[config.mk]
export PLATFORM = sky130hd
export DESIGN_NAME = job_slot_table
export DESIGN_NICKNAME = d
export VERILOG_FILES = /design/src/sv/jst_pkg.sv /design/src/sv/job_slot_table.sv /design/src/sv/jst_ctrl.sv /design/src/sv/jst_dpath.sv
export SDC_FILE = /design/constraint.sdc
export NUM_CORES = 2
export LEC_CHECK = 0
export BUFFER_PORTS_ARGS = -buffer_cell sky130_fd_sc_hd__buf_2
export CAP_MARGIN = 40
export CORE_ASPECT_RATIO = 0.8
export CORE_MARGIN = 3
export CORE_UTILIZATION = 51
export CTS_CLUSTER_DIAMETER = 60
export DETAILED_ROUTE_END_ITERATION = 7
export HOLD_SLACK_MARGIN = 0.08
export PLACE_DENSITY = 0.62
export SYNTH_ARGS = -nofsm -noshare
export SYNTH_HDL_FRONTEND = slang
export SYNTH_SLANG_ARGS = --single-unit
[constraint.sdc]
create_clock -name clk -period 19.6 [get_ports clk]
set_clock_uncertainty 0.2 [all_clocks]
set_input_delay 1.96 -clock clk [delete_from_list [all_inputs] [get_ports clk]]
set_output_delay 1.96 -clock clk [all_outputs]
set_load 0.02 [all_outputs]
[src/sv/jst_pkg.sv]
`default_nettype none
// ----------------------------------------------------------------------------
// jst_pkg
// Shared types and codes for the job slot table: request and response items,
// operation and status codes, controller/datapath command and status groups.
// ----------------------------------------------------------------------------
package jst_pkg;

    typedef struct packed {
        logic [3:0]         kind;
        logic signed [31:0] group_id;
        logic [4:0]         job_id_query;
        logic [1:0]         job_state;
        logic [3:0]         member_count;
        logic [2:0]         member_index;
        logic signed [31:0] member_pid;
    } req_t;

    typedef struct packed {
        logic [2:0]         status;
        logic [3:0]         slot;
        logic [4:0]         job_id;
        logic signed [31:0] found_group;
        logic [1:0]         found_state;
        logic [3:0]         found_members;
    } rsp_t;

    localparam logic [3:0] K_ADD      = 4'd0;
    localparam logic [3:0] K_SET_MEM  = 4'd1;
    localparam logic [3:0] K_DELETE   = 4'd2;
    localparam logic [3:0] K_BY_GROUP = 4'd3;
    localparam logic [3:0] K_BY_MEM   = 4'd4;
    localparam logic [3:0] K_BY_JOB   = 4'd5;
    localparam logic [3:0] K_FG       = 4'd6;
    localparam logic [3:0] K_STOPPED  = 4'd7;
    localparam logic [3:0] K_RUNNING  = 4'd8;
    localparam logic [3:0] K_ANY      = 4'd9;

    localparam logic [2:0] ST_OK   = 3'd0;
    localparam logic [2:0] ST_NONE = 3'd1;
    localparam logic [2:0] ST_FULL = 3'd2;
    localparam logic [2:0] ST_LOW  = 3'd3;
    localparam logic [2:0] ST_BAD  = 3'd4;

    localparam logic [1:0] JS_UNDEF = 2'd0;
    localparam logic [1:0] JS_FG    = 2'd1;
    localparam logic [1:0] JS_BG    = 2'd2;
    localparam logic [1:0] JS_STOP  = 2'd3;

    typedef struct packed {
        logic load;
        logic scan_clr;
        logic slot_inc;
        logic mem_inc;
        logic mem_rd;
        logic set_fail;
        logic set_none;
        logic commit;
        logic top_acc;
    } jst_cmd_t;

    typedef struct packed {
        logic pre_fail;
        logic is_member;
        logic is_delete;
        logic match;
        logic last_slot;
        logic mem_live;
        logic mem_hit;
        logic mem_last;
    } jst_sts_t;

endpackage
`default_nettype wire

[src/sv/job_slot_table.sv]
`default_nettype none
// ----------------------------------------------------------------------------
// job_slot_table
// Fixed table of job slots with add, delete, member load and search commands.
// ----------------------------------------------------------------------------
// One item at a time: start is taken while busy is low, and the result shows
// for one cycle with done high; the receiver cannot stall it. Slots are
// scanned one per cycle in a plain search, a delete adds a second pass over
// the slots to find the largest live job id, and a lookup by member reads
// the member memory one entry at a time, a read state then a compare state
// per entry. Rejected items go from the check straight to the result.
// Member ids are not cleared at reset or on delete.
// ----------------------------------------------------------------------------
module job_slot_table #(
    parameter int JOBS    = 16,
    parameter int MEMBERS = 8
) (
    input  wire logic           clk,
    input  wire logic           rst_n,
    input  wire logic           start,
    output logic                busy,
    input  wire jst_pkg::req_t  req,
    output logic                done,
    output jst_pkg::rsp_t       rsp
);
    import jst_pkg::*;

    jst_cmd_t cmd;
    jst_sts_t sts;

    jst_ctrl u_ctrl (
        .clk   (clk),
        .rst_n (rst_n),
        .start (start),
        .busy  (busy),
        .done  (done),
        .sts   (sts),
        .cmd   (cmd)
    );

    jst_dpath #(
        .JOBS    (JOBS),
        .MEMBERS (MEMBERS)
    ) u_dpath (
        .clk   (clk),
        .rst_n (rst_n),
        .req   (req),
        .cmd   (cmd),
        .sts   (sts),
        .rsp   (rsp)
    );

endmodule
`default_nettype wire

[src/sv/jst_ctrl.sv]
`default_nettype none
// ----------------------------------------------------------------------------
// jst_ctrl
// Sequencer for the job slot table: checks, slot scan, member scan, update,
// job id rescan after delete, and the one-cycle result strobe.
// ----------------------------------------------------------------------------
module jst_ctrl (
    input  wire logic               clk,
    input  wire logic               rst_n,
    input  wire logic               start,
    output logic                    busy,
    output logic                    done,
    input  wire jst_pkg::jst_sts_t  sts,
    output jst_pkg::jst_cmd_t       cmd
);
    import jst_pkg::*;

    localparam logic [2:0] S_IDLE  = 3'd0;
    localparam logic [2:0] S_CHECK = 3'd1;
    localparam logic [2:0] S_SCAN  = 3'd2;
    localparam logic [2:0] S_MSLOT = 3'd3;
    localparam logic [2:0] S_MREAD = 3'd4;
    localparam logic [2:0] S_MCMP  = 3'd5;
    localparam logic [2:0] S_TOP   = 3'd6;
    localparam logic [2:0] S_DONE  = 3'd7;

    logic [2:0] state_reg;
    logic [2:0] state_next;

    always_ff @(posedge clk or negedge rst_n)
    begin
        if (!rst_n)
        begin
            state_reg <= S_IDLE;
        end
        else
        begin
            state_reg <= state_next;
        end
    end

    always_comb
    begin
        state_next = state_reg;
        cmd        = '0;
        case (state_reg)
            S_IDLE:
            begin
                if (start)
                begin
                    cmd.load   = 1'b1;
                    state_next = S_CHECK;
                end
            end
            S_CHECK:
            begin
                cmd.scan_clr = 1'b1;
                if (sts.pre_fail)
                begin
                    cmd.set_fail = 1'b1;
                    state_next   = S_DONE;
                end
                else if (sts.is_member)
                begin
                    state_next = S_MSLOT;
                end
                else
                begin
                    state_next = S_SCAN;
                end
            end
            S_SCAN:
            begin
                if (sts.match)
                begin
                    cmd.commit = 1'b1;
                    if (sts.is_delete)
                    begin
                        cmd.scan_clr = 1'b1;
                        state_next   = S_TOP;
                    end
                    else
                    begin
                        state_next = S_DONE;
                    end
                end
                else if (sts.last_slot)
                begin
                    cmd.set_none = 1'b1;
                    state_next   = S_DONE;
                end
                else
                begin
                    cmd.slot_inc = 1'b1;
                end
            end
            S_MSLOT:
            begin
                if (sts.mem_live)
                begin
                    state_next = S_MREAD;
                end
                else if (sts.last_slot)
                begin
                    cmd.set_none = 1'b1;
                    state_next   = S_DONE;
                end
                else
                begin
                    cmd.slot_inc = 1'b1;
                end
            end
            S_MREAD:
            begin
                cmd.mem_rd = 1'b1;
                state_next = S_MCMP;
            end
            S_MCMP:
            begin
                if (sts.mem_hit)
                begin
                    cmd.commit = 1'b1;
                    state_next = S_DONE;
                end
                else if (!sts.mem_last)
                begin
                    cmd.mem_inc = 1'b1;
                    state_next  = S_MREAD;
                end
                else if (sts.last_slot)
                begin
                    cmd.set_none = 1'b1;
                    state_next   = S_DONE;
                end
                else
                begin
                    cmd.slot_inc = 1'b1;
                    state_next   = S_MSLOT;
                end
            end
            S_TOP:
            begin
                cmd.top_acc = 1'b1;
                if (sts.last_slot)
                begin
                    state_next = S_DONE;
                end
            end
            S_DONE:
            begin
                state_next = S_IDLE;
            end
            default:
            begin
                state_next = S_IDLE;
            end
        endcase
    end

    assign busy = (state_reg != S_IDLE);
    assign done = (state_reg == S_DONE);

    a_accept_busy: assert property (@(posedge clk) disable iff (!rst_n)
        (start && !busy) |=> busy)
        else $error("accepted item did not raise busy");

    a_done_one: assert property (@(posedge clk) disable iff (!rst_n)
        done |=> !done && !busy)
        else $error("result strobe longer than one cycle");

    a_one_result: assert property (@(posedge clk) disable iff (!rst_n)
        (cmd.commit && cmd.set_none) == 1'b0)
        else $error("hit and miss in one cycle");

endmodule
`default_nettype wire

[src/sv/jst_dpath.sv]
`default_nettype none
// ----------------------------------------------------------------------------
// jst_dpath
// Slot table registers, member id memory, scan counters, checks, job id
// counter and result register of the job slot table.
// ----------------------------------------------------------------------------
module jst_dpath #(
    parameter int JOBS    = 16,
    parameter int MEMBERS = 8
) (
    input  wire logic               clk,
    input  wire logic               rst_n,
    input  wire jst_pkg::req_t      req,
    input  wire jst_pkg::jst_cmd_t  cmd,
    output jst_pkg::jst_sts_t       sts,
    output jst_pkg::rsp_t           rsp
);
    import jst_pkg::*;

    localparam int SW    = $clog2(JOBS);
    localparam int DEPTH = JOBS * MEMBERS;
    localparam int AW    = (DEPTH > 1) ? $clog2(DEPTH) : 1;

    req_t               req_reg;
    rsp_t               rsp_reg;
    rsp_t               rsp_next;
    logic [SW-1:0]      idx_reg;
    logic [3:0]         mix_reg;
    logic [4:0]         top_reg;
    logic [4:0]         top_next;
    logic [4:0]         njob_reg;
    logic [4:0]         njob_next;
    logic signed [31:0] grp_reg   [JOBS];
    logic [4:0]         jid_reg   [JOBS];
    logic [1:0]         jst_reg   [JOBS];
    logic [3:0]         cnt_reg   [JOBS];
    logic [31:0]        mem       [DEPTH];
    logic [31:0]        mem_q;

    logic signed [31:0] cur_grp;
    logic [4:0]         cur_jid;
    logic [1:0]         cur_st;
    logic [3:0]         cur_cnt;
    logic [3:0]         cur_n;
    logic               grp_low;
    logic               pid_low;
    logic               low;
    logic               bad;
    logic               none_now;
    logic [2:0]         fail_code;
    logic               last;
    logic [AW-1:0]      wr_addr;
    logic [AW-1:0]      rd_addr;
    logic               mem_we;
    logic [5:0]         inc_id;

    assign cur_grp = grp_reg[idx_reg];
    assign cur_jid = jid_reg[idx_reg];
    assign cur_st  = jst_reg[idx_reg];
    assign cur_cnt = cnt_reg[idx_reg];
    assign cur_n   = (cur_cnt > 4'(MEMBERS)) ? 4'(MEMBERS) : cur_cnt;
    assign last    = (idx_reg == SW'(JOBS - 1));

    assign grp_low  = (req_reg.group_id == 32'sd0) || req_reg.group_id[31];
    assign pid_low  = (req_reg.member_pid == 32'sd0) || req_reg.member_pid[31];
    assign low      = ((req_reg.kind == K_ADD || req_reg.kind == K_SET_MEM
                        || req_reg.kind == K_DELETE || req_reg.kind == K_BY_GROUP)
                        && grp_low)
                    || (req_reg.kind == K_BY_MEM && pid_low);
    assign bad      = (req_reg.kind == K_ADD && req_reg.member_count > 4'(MEMBERS))
                    || (req_reg.kind == K_SET_MEM
                        && {1'b0, req_reg.member_index} >= 4'(MEMBERS));
    assign none_now = (req_reg.kind == K_BY_JOB && req_reg.job_id_query == 5'd0)
                    || (req_reg.kind > K_ANY);
    assign fail_code = low ? ST_LOW : (bad ? ST_BAD : ST_NONE);

    always_comb
    begin
        sts           = '0;
        sts.pre_fail  = low || bad || none_now;
        sts.is_member = (req_reg.kind == K_BY_MEM);
        sts.is_delete = (req_reg.kind == K_DELETE);
        sts.last_slot = last;
        sts.mem_live  = (cur_grp != 32'sd0) && (mix_reg < cur_n);
        sts.mem_hit   = (mem_q == req_reg.member_pid);
        sts.mem_last  = ({1'b0, mix_reg} + 5'd1) >= {1'b0, cur_n};
        case (req_reg.kind)
            K_ADD:      sts.match = (cur_grp == 32'sd0);
            K_SET_MEM:  sts.match = (cur_grp == req_reg.group_id);
            K_DELETE:   sts.match = (cur_grp == req_reg.group_id);
            K_BY_GROUP: sts.match = (cur_grp == req_reg.group_id);
            K_BY_JOB:   sts.match = (cur_jid == req_reg.job_id_query);
            K_FG:       sts.match = (cur_st == JS_FG);
            K_STOPPED:  sts.match = (cur_st == JS_STOP);
            K_RUNNING:  sts.match = (cur_st == JS_FG) || (cur_st == JS_BG);
            K_ANY:      sts.match = (cur_grp != 32'sd0) && !cur_grp[31];
            default:    sts.match = 1'b0;
        endcase
    end

    always_ff @(posedge clk)
    begin
        if (cmd.load)
        begin
            req_reg <= req;
        end
    end

    always_ff @(posedge clk or negedge rst_n)
    begin
        if (!rst_n)
        begin
            idx_reg <= '0;
            mix_reg <= '0;
            top_reg <= '0;
        end
        else
        begin
            if (cmd.scan_clr)
            begin
                idx_reg <= '0;
                mix_reg <= '0;
                top_reg <= '0;
            end
            else
            begin
                if (cmd.slot_inc || cmd.top_acc)
                begin
                    idx_reg <= idx_reg + SW'(1);
                    mix_reg <= '0;
                end
                else if (cmd.mem_inc)
                begin
                    mix_reg <= mix_reg + 4'd1;
                end
                if (cmd.top_acc)
                begin
                    top_reg <= top_next;
                end
            end
        end
    end

    assign top_next = (cur_jid > top_reg) ? cur_jid : top_reg;
    assign inc_id   = {1'b0, njob_reg} + 6'd1;

    always_comb
    begin
        njob_next = njob_reg;
        if (cmd.commit && req_reg.kind == K_ADD)
        begin
            if (inc_id[4:0] == 5'd0 || inc_id[4:0] > 5'(JOBS))
            begin
                njob_next = 5'd1;
            end
            else
            begin
                njob_next = inc_id[4:0];
            end
        end
        else if (cmd.top_acc && last)
        begin
            njob_next = (top_next == 5'd31) ? 5'd1 : top_next + 5'd1;
        end
    end

    always_ff @(posedge clk or negedge rst_n)
    begin
        if (!rst_n)
        begin
            njob_reg <= 5'd1;
            for (int k = 0; k < JOBS; k++)
            begin
                grp_reg[k] <= '0;
                jid_reg[k] <= '0;
                jst_reg[k] <= '0;
                cnt_reg[k] <= '0;
            end
        end
        else
        begin
            njob_reg <= njob_next;
            if (cmd.commit && req_reg.kind == K_ADD)
            begin
                grp_reg[idx_reg] <= req_reg.group_id;
                jid_reg[idx_reg] <= njob_reg;
                jst_reg[idx_reg] <= req_reg.job_state;
                cnt_reg[idx_reg] <= req_reg.member_count;
            end
            else if (cmd.commit && req_reg.kind == K_DELETE)
            begin
                grp_reg[idx_reg] <= '0;
                jid_reg[idx_reg] <= '0;
                jst_reg[idx_reg] <= '0;
                cnt_reg[idx_reg] <= '0;
            end
        end
    end

    assign mem_we  = cmd.commit && (req_reg.kind == K_SET_MEM);
    assign wr_addr = AW'(int'(idx_reg) * MEMBERS + int'(req_reg.member_index));
    assign rd_addr = AW'(int'(idx_reg) * MEMBERS + int'(mix_reg));

    always_ff @(posedge clk)
    begin
        if (mem_we)
        begin
            mem[wr_addr] <= req_reg.member_pid;
        end
        if (cmd.mem_rd)
        begin
            mem_q <= mem[rd_addr];
        end
    end

    always_comb
    begin
        rsp_next = rsp_reg;
        if (cmd.set_fail)
        begin
            rsp_next        = '0;
            rsp_next.status = fail_code;
        end
        else if (cmd.set_none)
        begin
            rsp_next        = '0;
            rsp_next.status = (req_reg.kind == K_ADD) ? ST_FULL : ST_NONE;
        end
        else if (cmd.commit)
        begin
            rsp_next.status        = ST_OK;
            rsp_next.slot          = 4'(idx_reg);
            rsp_next.job_id        = (req_reg.kind == K_ADD) ? njob_reg : cur_jid;
            rsp_next.found_group   = (req_reg.kind == K_ADD) ? req_reg.group_id : cur_grp;
            rsp_next.found_state   = (req_reg.kind == K_ADD) ? req_reg.job_state : cur_st;
            rsp_next.found_members = (req_reg.kind == K_ADD) ? req_reg.member_count
                                                             : cur_cnt;
        end
    end

    always_ff @(posedge clk)
    begin
        rsp_reg <= rsp_next;
    end

    assign rsp = rsp_reg;

    a_njob_nonzero: assert property (@(posedge clk) disable iff (!rst_n)
        njob_reg != 5'd0)
        else $error("job id counter reached zero");

    a_add_bumps: assert property (@(posedge clk) disable iff (!rst_n)
        (cmd.commit && req_reg.kind == K_ADD) |=> (njob_reg != $past(njob_reg)))
        else $error("add did not advance job id counter");

    a_fail_no_commit: assert property (@(posedge clk) disable iff (!rst_n)
        cmd.set_fail |-> !cmd.commit && !mem_we)
        else $error("rejected item changed the table");

endmodule
`default_nettype wire
; ---- Word level (Yosys, flattened, before mapping)
; Memories as Yosys holds them, arrays and structs flattened. A register that Yosys moved wholly into a read port is not among the register bits.
; Index checks and enable logic that the tools add are counted.
[totals]
out_inout_bits = 52
latchBits = 0
in_bits = 85
reg_bits = 841
memories = 1
rom_bits = 0
mem_bits_rw = 4096
[classes]
n_addsub = 7
n_reduce_logical = 41
bitwise_logic = 9
div = 0
n_mux = 95
mul = 0
shifts = 0
order_cmp = 9
n_eq_ne = 25
[mem_list]
columns = name, depth, width, read_ports, rd_clocked_by_memory_dff, write_ports, line
row1 = u_dpath.mem, 128, 32, 1, 1, 1, jst_dpath.sv:37  ; logic [31:0] mem [DEPTH];
[op_table]
columns = cell, n
row1 = $mux W512, 2
row2 = $and A512 B512 Y512, 1
row3 = $bwmux W512, 1
row4 = $not A512 Y512, 1
row5 = $mux W32, 6
row6 = $mux W80, 2
row7 = $mux W50, 3
row8 = $bmux W32 S4, 1
row9 = $demux W32 S4, 1
row10 = $mux W64, 2
row11 = $logic_not A32 Y1, 3
row12 = $and A80 B80 Y80, 1
row13 = $bwmux W80, 1
row14 = $not A80 Y80, 1
row15 = $and A64 B64 Y64, 1
row16 = $bwmux W64, 1
row17 = $eq A32 B32 Y1, 2
row18 = $not A64 Y64, 1
row19 = $mux W5, 11
row20 = $mux W4, 10
row21 = $and A32 B32 Y32, 1
row22 = $bwmux W32, 1
row23 = $not A32 Y32, 1
row24 = $reduce_bool A32 Y1, 1
row25 = other kinds (48), 130

; ---- Logic depth before layout (Yosys ltp)
[depth]
depth_word = 13
depth_mapped = 25
depth_no_buf = 17

; ---- Hierarchy
; A second synthesis with hierarchy kept.
[unflattened]
hier_cells = 8866
area_unflattened_um2 = 194791.8
[by_module_without_submodules]
columns = module, area_per_inst_um2, cells_each, instances
row1 = jst_dpath, 194388.9, 8815, 1
row2 = jst_ctrl, 402.9, 51, 1

; ---- Least setup slack after synthesis
; No wires, ideal clock.
[synth_timing]
path_kind = register -> register
from = reg u_dpath.idx_reg[0]
to = mem u_dpath.mem[121][0], enable pin
path_stages_with_launch = 18
required_time_ns = 18.899
path_slack_ns = 10.569
synth_period_minus_slack_ns = 9.031
n_path_buf = 8
t_arrival_ns = 8.330
path_cell_list = dfrtp_1 -> buf_2 -> buf_2 -> buf_2 -> buf_2 -> buf_1 -> buf_1 -> mux4_2 -> mux4_2 -> ha_1 -> mux2i_1 -> nand3_1 -> mux2i_1 -> o31a_1 -> nor2_1 -> buf_4 -> buf_2 -> nor4_1
[synth_between]
elab_chain_len = 12
word_cells_on_any_way = 27
cone_classes = add/sub (1) / eq/ne (5) / mux (14) / bitwise (1) / reduce/logical (6)
[synth_rtl]
columns = element, line
row1 = from (decl), jst_dpath.sv:27  ; logic [SW-1:0] idx_reg;
row2 = from (signal assigned), jst_dpath.sv:129  ; idx_reg <= idx_reg + SW'(1);
row3 = $not A4 Y5 (implied by the code), "jst_dpath.sv:57, jst_dpath.sv:58, jst_dpath.sv:59"
row4 = $bmux W32 S4 / $bmux W2 S4 (equally long branches), "jst_dpath.sv:57, jst_dpath.sv:59"
row5 = $mux W32 (implied by the code) / $mux W2 (equally long branches) (2 in series), "jst_dpath.sv:57, jst_dpath.sv:59"
row6 = "$reduce_bool A32 Y1, or another cell as far along", jst_dpath.sv:96  ; K_ANY: sts.match = (cur_grp != 32'sd0) && !cur_grp[31];
row7 = $logic_and A1 B1 Y1 / $logic_or A1 B1 Y1 (equally long branches), "jst_dpath.sv:96, jst_dpath.sv:95"
row8 = $pmux W1 S7, jst_dpath.sv:87  ; case (req_reg.kind)
row9 = $mux W1, jst_ctrl.sv:74  ; if (sts.match)
row10 = $pmux W1 S2, jst_ctrl.sv:46  ; case (state_reg)
row11 = $logic_and A1 B1 Y1, jst_dpath.sv:200  ; assign mem_we = cmd.commit && (req_reg.kind == K_SET_MEM);
row12 = $mux W1, jst_dpath.sv:206  ; if (mem_we)
row13 = $mux W1 (implied by the code), jst_dpath.sv:208  ; mem[wr_addr] <= req_reg.member_pid;
row14 = to (decl), jst_dpath.sv:37
; Parallel ways exist; a longest one is shown, timed or not. The select of a mux whose other input is x is not followed.

; ---- Final worst setup path
[layout_timing]
from = reg u_dpath.idx_reg[0]
to = reg u_dpath.grp_reg[308] in the netlist's numbering
[layout_between]
elab_chain_len = 11
word_cells_on_any_way = 36
cone_classes = order compare (2) / eq/ne (5) / mux (17) / bitwise (3) / reduce/logical (9)
[layout_rtl]
columns = element, line
row1 = $not A4 Y5 (implied by the code) *, -
row2 = $bmux W32 S4 / $bmux W2 S4 (equally long branches), "jst_dpath.sv:57, jst_dpath.sv:59"
row3 = $mux W32 (implied by the code) / $mux W2 (equally long branches) (2 in series), "jst_dpath.sv:57, jst_dpath.sv:59"
row4 = "$reduce_bool A32 Y1, or another cell as far along", jst_dpath.sv:96
row5 = $logic_and A1 B1 Y1 / $logic_or A1 B1 Y1 (equally long branches), "jst_dpath.sv:96, jst_dpath.sv:95"
row6 = $pmux W1 S7, jst_dpath.sv:87
row7 = $mux W1, jst_ctrl.sv:74
row8 = $pmux W1 S2, jst_ctrl.sv:46
row9 = "$logic_and A1 B1 Y1, on equally long branches", "jst_dpath.sv:183, jst_dpath.sv:190"
row10 = $mux W512 / $reduce_bool A2 Y1 (equally long branches), -
row11 = "to (signal, indexed assignment)", jst_dpath.sv:185  ; grp_reg[idx_reg] <= req_reg.group_id;
row12 = to (decl), jst_dpath.sv:33  ; logic signed [31:0] grp_reg [JOBS];
; Every way passes the cells marked *; elsewhere a longest branch is shown, timed or not. The select of a mux whose other input is x is not followed.
; A chain may end at the register's enable or synchronous reset.

==> reports/results.env <==
HTREEDEPTH=5
OVERFLOW=0
SYNTH_TOP_FAMILY_BY_AREA='multiplexers'
TIMING.SETUP.TNS_NS=0
SYNTH.CELL_AREA_UM2=201000
HOLD_BUFFERS=0
ANTENNA_FOUND_INITIAL=71
LARGEST_REG_FLOPS=4096
CRIT_FANOUT=242
SETUP_VIOL=0
HOLD_SLACK_NS=0.290
SYN_INST=9742
TIMING.FINAL.CRIT_SHARE_PCT=45.4
NUMBER_OF_PLACED_I_O_PINS=137
VIAS_PER_CELL=6.85
GRT_PASS1_VIAS=102549
MAX_SLEW.WORST_PIN.SLEW_NS=1.57
SHARE_OF_THE_SYNTHESIZED_AREA_IN_COMPOUND_GATES_AO_OA_AOI_OAI_PCT=2.82
DIE_Y_UM=567
CLOCK_NETWORK_LATENCY_TO_THE_LATER_PIN_OF_THE_WORST_SKEW_PAIR_NS=1.03
DIE_W_UM=707
CLK_PIN_SLEW_NS=0.06
FINAL_AREA_UM2=227000
MAPPEDNETLISTNETS=9854
TRITONCTS.NUM_BUFFERS=469
SYNTHADDERAREAFRAC_PCT=0.168
DRT_WL_TOTAL_UM=593000
CTS.SINKS=4969
VIOLATIONS='max-slew violations'
DESIGN.DIE.AREA_UM2=401000
DPL.HPWL_UM=357000
POWER_SWITCHING_uW=6350
SYNTHMUXAREASHARE_PCT=20.9
MAX_CAP_VIOL_COUNT=0
SHARE_CLK_OF_TOTAL_POWER_PCT=37.8
STARTPOINT_TYPE_OF_THE_WORST_SETUP_PATH='register'
CELLLEAKAGEPOWER_uW=0.0779
PLACED_CELL_AREA_UM2=211000
POSTSYNTH.ASYNCRESETSHARE_PCT=14.3
DRIVE_ABOVE_1_SHARE_PCT=29.5
POST-ROUTE-DRC-COUNT=0
FLOORPLAN.INITIALDENSITY_PCT=51.4
POWER.SWITCHING_FRACTION_PCT=26.4
FINAL_MAX_SLEW_VIOL_COUNT=78
RUN_STATUS='finished with violations'
YOSYS_WARNINGS=0
SYNTH-SEQ-CELLS=4969
SYNTHSIMPLEGATEAREAFRAC_PCT=1.70
PATH_CLASS='reg -> reg'
PORTION_OF_TOTAL_POWER_ATTRIBUTED_TO_COMBINATIONAL_LOGIC_PCT=13.4
POWER.INTERNAL_uW=17700
DRT-INITIAL-DRC-COUNT=16422
YS_SEQ_AREA_SHARE_PCT=72.3
POWER_DENSITY_nW_PER_UM2=106
VIAS=107089
YOSYS.CELL_TYPES.COUNT=75
SYNTH_AREA_PER_CELL_UM2=20.6
CLOCK_TREE.ROOT_CELL='clkbuf_16'
CLOCK_PATH_BUFFERS=4
SLEW_HEADROOM_PCT=-4.44
PORTION_OF_TOTAL_POWER_ATTRIBUTED_TO_SEQUENTIAL_CELLS_PCT=48.8
FMAX_GHz=0.112
WORSTPATHREQUIRED_NS=20.19
FINALWORSTPATHREQUIREDPERIOD_NS=8.90
FINALHOLDVIOLATIONS=0
WORST_EP_ARRIVAL_TIME_NS=9.48
DESIGN_POWER_TOTAL_uW=24100
GRT_FIRST_PASS_WIRELENGTH_UM=830000
NUM_ROWS=205
POST_SYNTH_XOR_AREA_FRACTION_PCT=0.310
GRT_START_MAX_NET_PINS=243
AREA_DELTA_SYNTH_FINAL_PCT=12.8
NUMPORTBUFFERS=136
FIRST_PASS_ITERS=6
CTS_TREE='yes'
RSZ0062_AT_GRT='no'
ROUTE.ANTENNA.REMAINING_NETS=0
TIMING.HOLD.WORST.CLASS='reg -> reg'
LAYOUT.NETS=10137
VDD_DROP_MAX_V=0.000110
DETAIL_ROUTE.WL_PER_CELL_UM=37.9
END_KIND='register'
PLACE.GP.CONGESTION=0.908
MOSTFREQUENTLAYOUTCELLS='edfxtp_1 (4,213), mux4_2 (1,485), mux2i_1 (797)'
GLOBAL_ROUTE.USAGE.TOTAL_PCT=29.4
POST-CTS-SETUP-BUFFER-COUNT=0
DESIGN.CORE.AREA_UM2=391000
SYNTH-EDFF-COUNT=4213
MAIN_FLOP_TYPE_AFTER_SYNTHESIS='edfxtp_1'
CTS-RESIZED-GATES=0
MOST_COMMON_CELL_AFTER_LAYOUT_FILL_AND_TAPS_ASIDE='edfxtp_1'
## per-layer routing
layer | vias to the layer above | global-route usage, % | share of wire, %
met5 | - | 0 | 0.031
met4 | 26 | 8.84 | 3.5
met3 | 1055 | 6.23 | 11
met2 | 6703 | 41.9 | 44
met1 | 57875 | 45.8 | 41
li1 | 41430 | - | -
## power groups by stage
stage,registers [uW],clock network [uW],logic (uW)
after floorplan,12000,0,1580
after global placement,12000,0,3040
after detailed placement,12000,0,3150
after CTS,11800,9220,3150
after global routing,11800,9640,3270
final,11800,9100,3220
## through the flow
step	utilization, %	instances	setup WS [ns]
finish	57.9	15628	10.70
global route	57.9	15602	10.53
CTS	57.9	15591	11.06
detailed placement	54.0	14723	11.08
global placement	53.5	14635	11.26
floorplan	-	9742	10.57
## logic make-up after synthesis
group | count (synthesis)
buf+inv | 844
simple gates | 678
fa+ha+maj | 27
mux | 2337
flops | 4969
xor+xnor | 71
compound gates | 816
## critical path: stages, from the launching register on
cell	delay [ns]
dfrtp_4	0.66
buf_4	0.59
buf_4	0.76
mux4_2	0.61
mux2i_1	0.17
mux2_2	0.34
o2111ai_1	0.15
or4_1	0.49
or4_1	0.74
mux2i_1	0.50
o31ai_4	0.08
buf_4	0.26
nand2_4	0.51
buf_12	0.57
buf_12	0.62
a31oi_1	0.20
## area by class of cell
| type | instances | area [um^2] |
|---|---|---|
| multi-input combinational | 3929 | 53200 |
| timing repair buffer | 629 | 6100 |
| antenna | 31 | 77.6 |
| inverter | 27 | 101 |
| tap | 5175 | 6470 |
| clock inverter | 289 | 2790 |
| fill | 28205 | 164000 |
| clock buffer | 579 | 12500 |
| sequential | 4969 | 145000 |
## cells in the mapped netlist, types with 15 or more instances
| master | number | area, um^2 |
|---|---|---|
| a2111oi_0 | 23 | 201 |
| a2111oi_2 | 20 | 300 |
| a211oi_1 | 17 | 128 |
| a21oi_1 | 38 | 190 |
| a22o_1 | 59 | 517 |
| a22oi_1 | 41 | 308 |
| a31oi_1 | 493 | 3080 |
| and2_1 | 22 | 138 |
| buf_1 | 126 | 473 |
| buf_2 | 95 | 475 |
| buf_4 | 25 | 188 |
| buf_6 | 15 | 169 |
| clkbuf_1 | 555 | 2080 |
| dfrtp_1 | 708 | 17700 |
| dfxtp_1 | 47 | 941 |
| edfxtp_1 | 4213 | 127000 |
| ha_1 | 27 | 338 |
| inv_1 | 25 | 93.8 |
| mux2_2 | 55 | 619 |
| mux2i_1 | 797 | 7980 |
| mux4_2 | 1485 | 33400 |
| nand2_1 | 84 | 315 |
| nand3_1 | 41 | 205 |
| nor2_1 | 220 | 826 |
| nor2b_1 | 16 | 100 |
| nor3_1 | 69 | 345 |
| nor4_1 | 158 | 988 |
| o21ai_0 | 37 | 185 |
| xnor2_1 | 19 | 166 |
| xor2_1 | 52 | 455 |
## worst paths after layout
check | startpoint | endpoint | slack (ns) | cells after the start
min in group asynchronous | rst_n | u_dpath.grp_reg[154]$_DFFE_PN0P_ | 0.75 | 1
hold / removal | u_dpath.rsp[44]$_SDFFE_PP0N_ | u_dpath.rsp[44]$_SDFFE_PP0N_ | 0.29 | 2
setup reg to reg | u_dpath.idx_reg[0]$_DFFE_PN0P_ | u_dpath.grp_reg[308]$_DFFE_PN0P_ | 10.70 | 15
max in group asynchronous | rst_n | u_dpath.grp_reg[484]$_DFFE_PN0P_ | 15.34 | 4
setup / recovery | u_dpath.idx_reg[0]$_DFFE_PN0P_ | u_dpath.grp_reg[308]$_DFFE_PN0P_ | 10.70 | 15
hold reg to reg | u_dpath.rsp[44]$_SDFFE_PP0N_ | u_dpath.rsp[44]$_SDFFE_PP0N_ | 0.29 | 2
No activity file was read; power rests on OpenSTA's default activity.
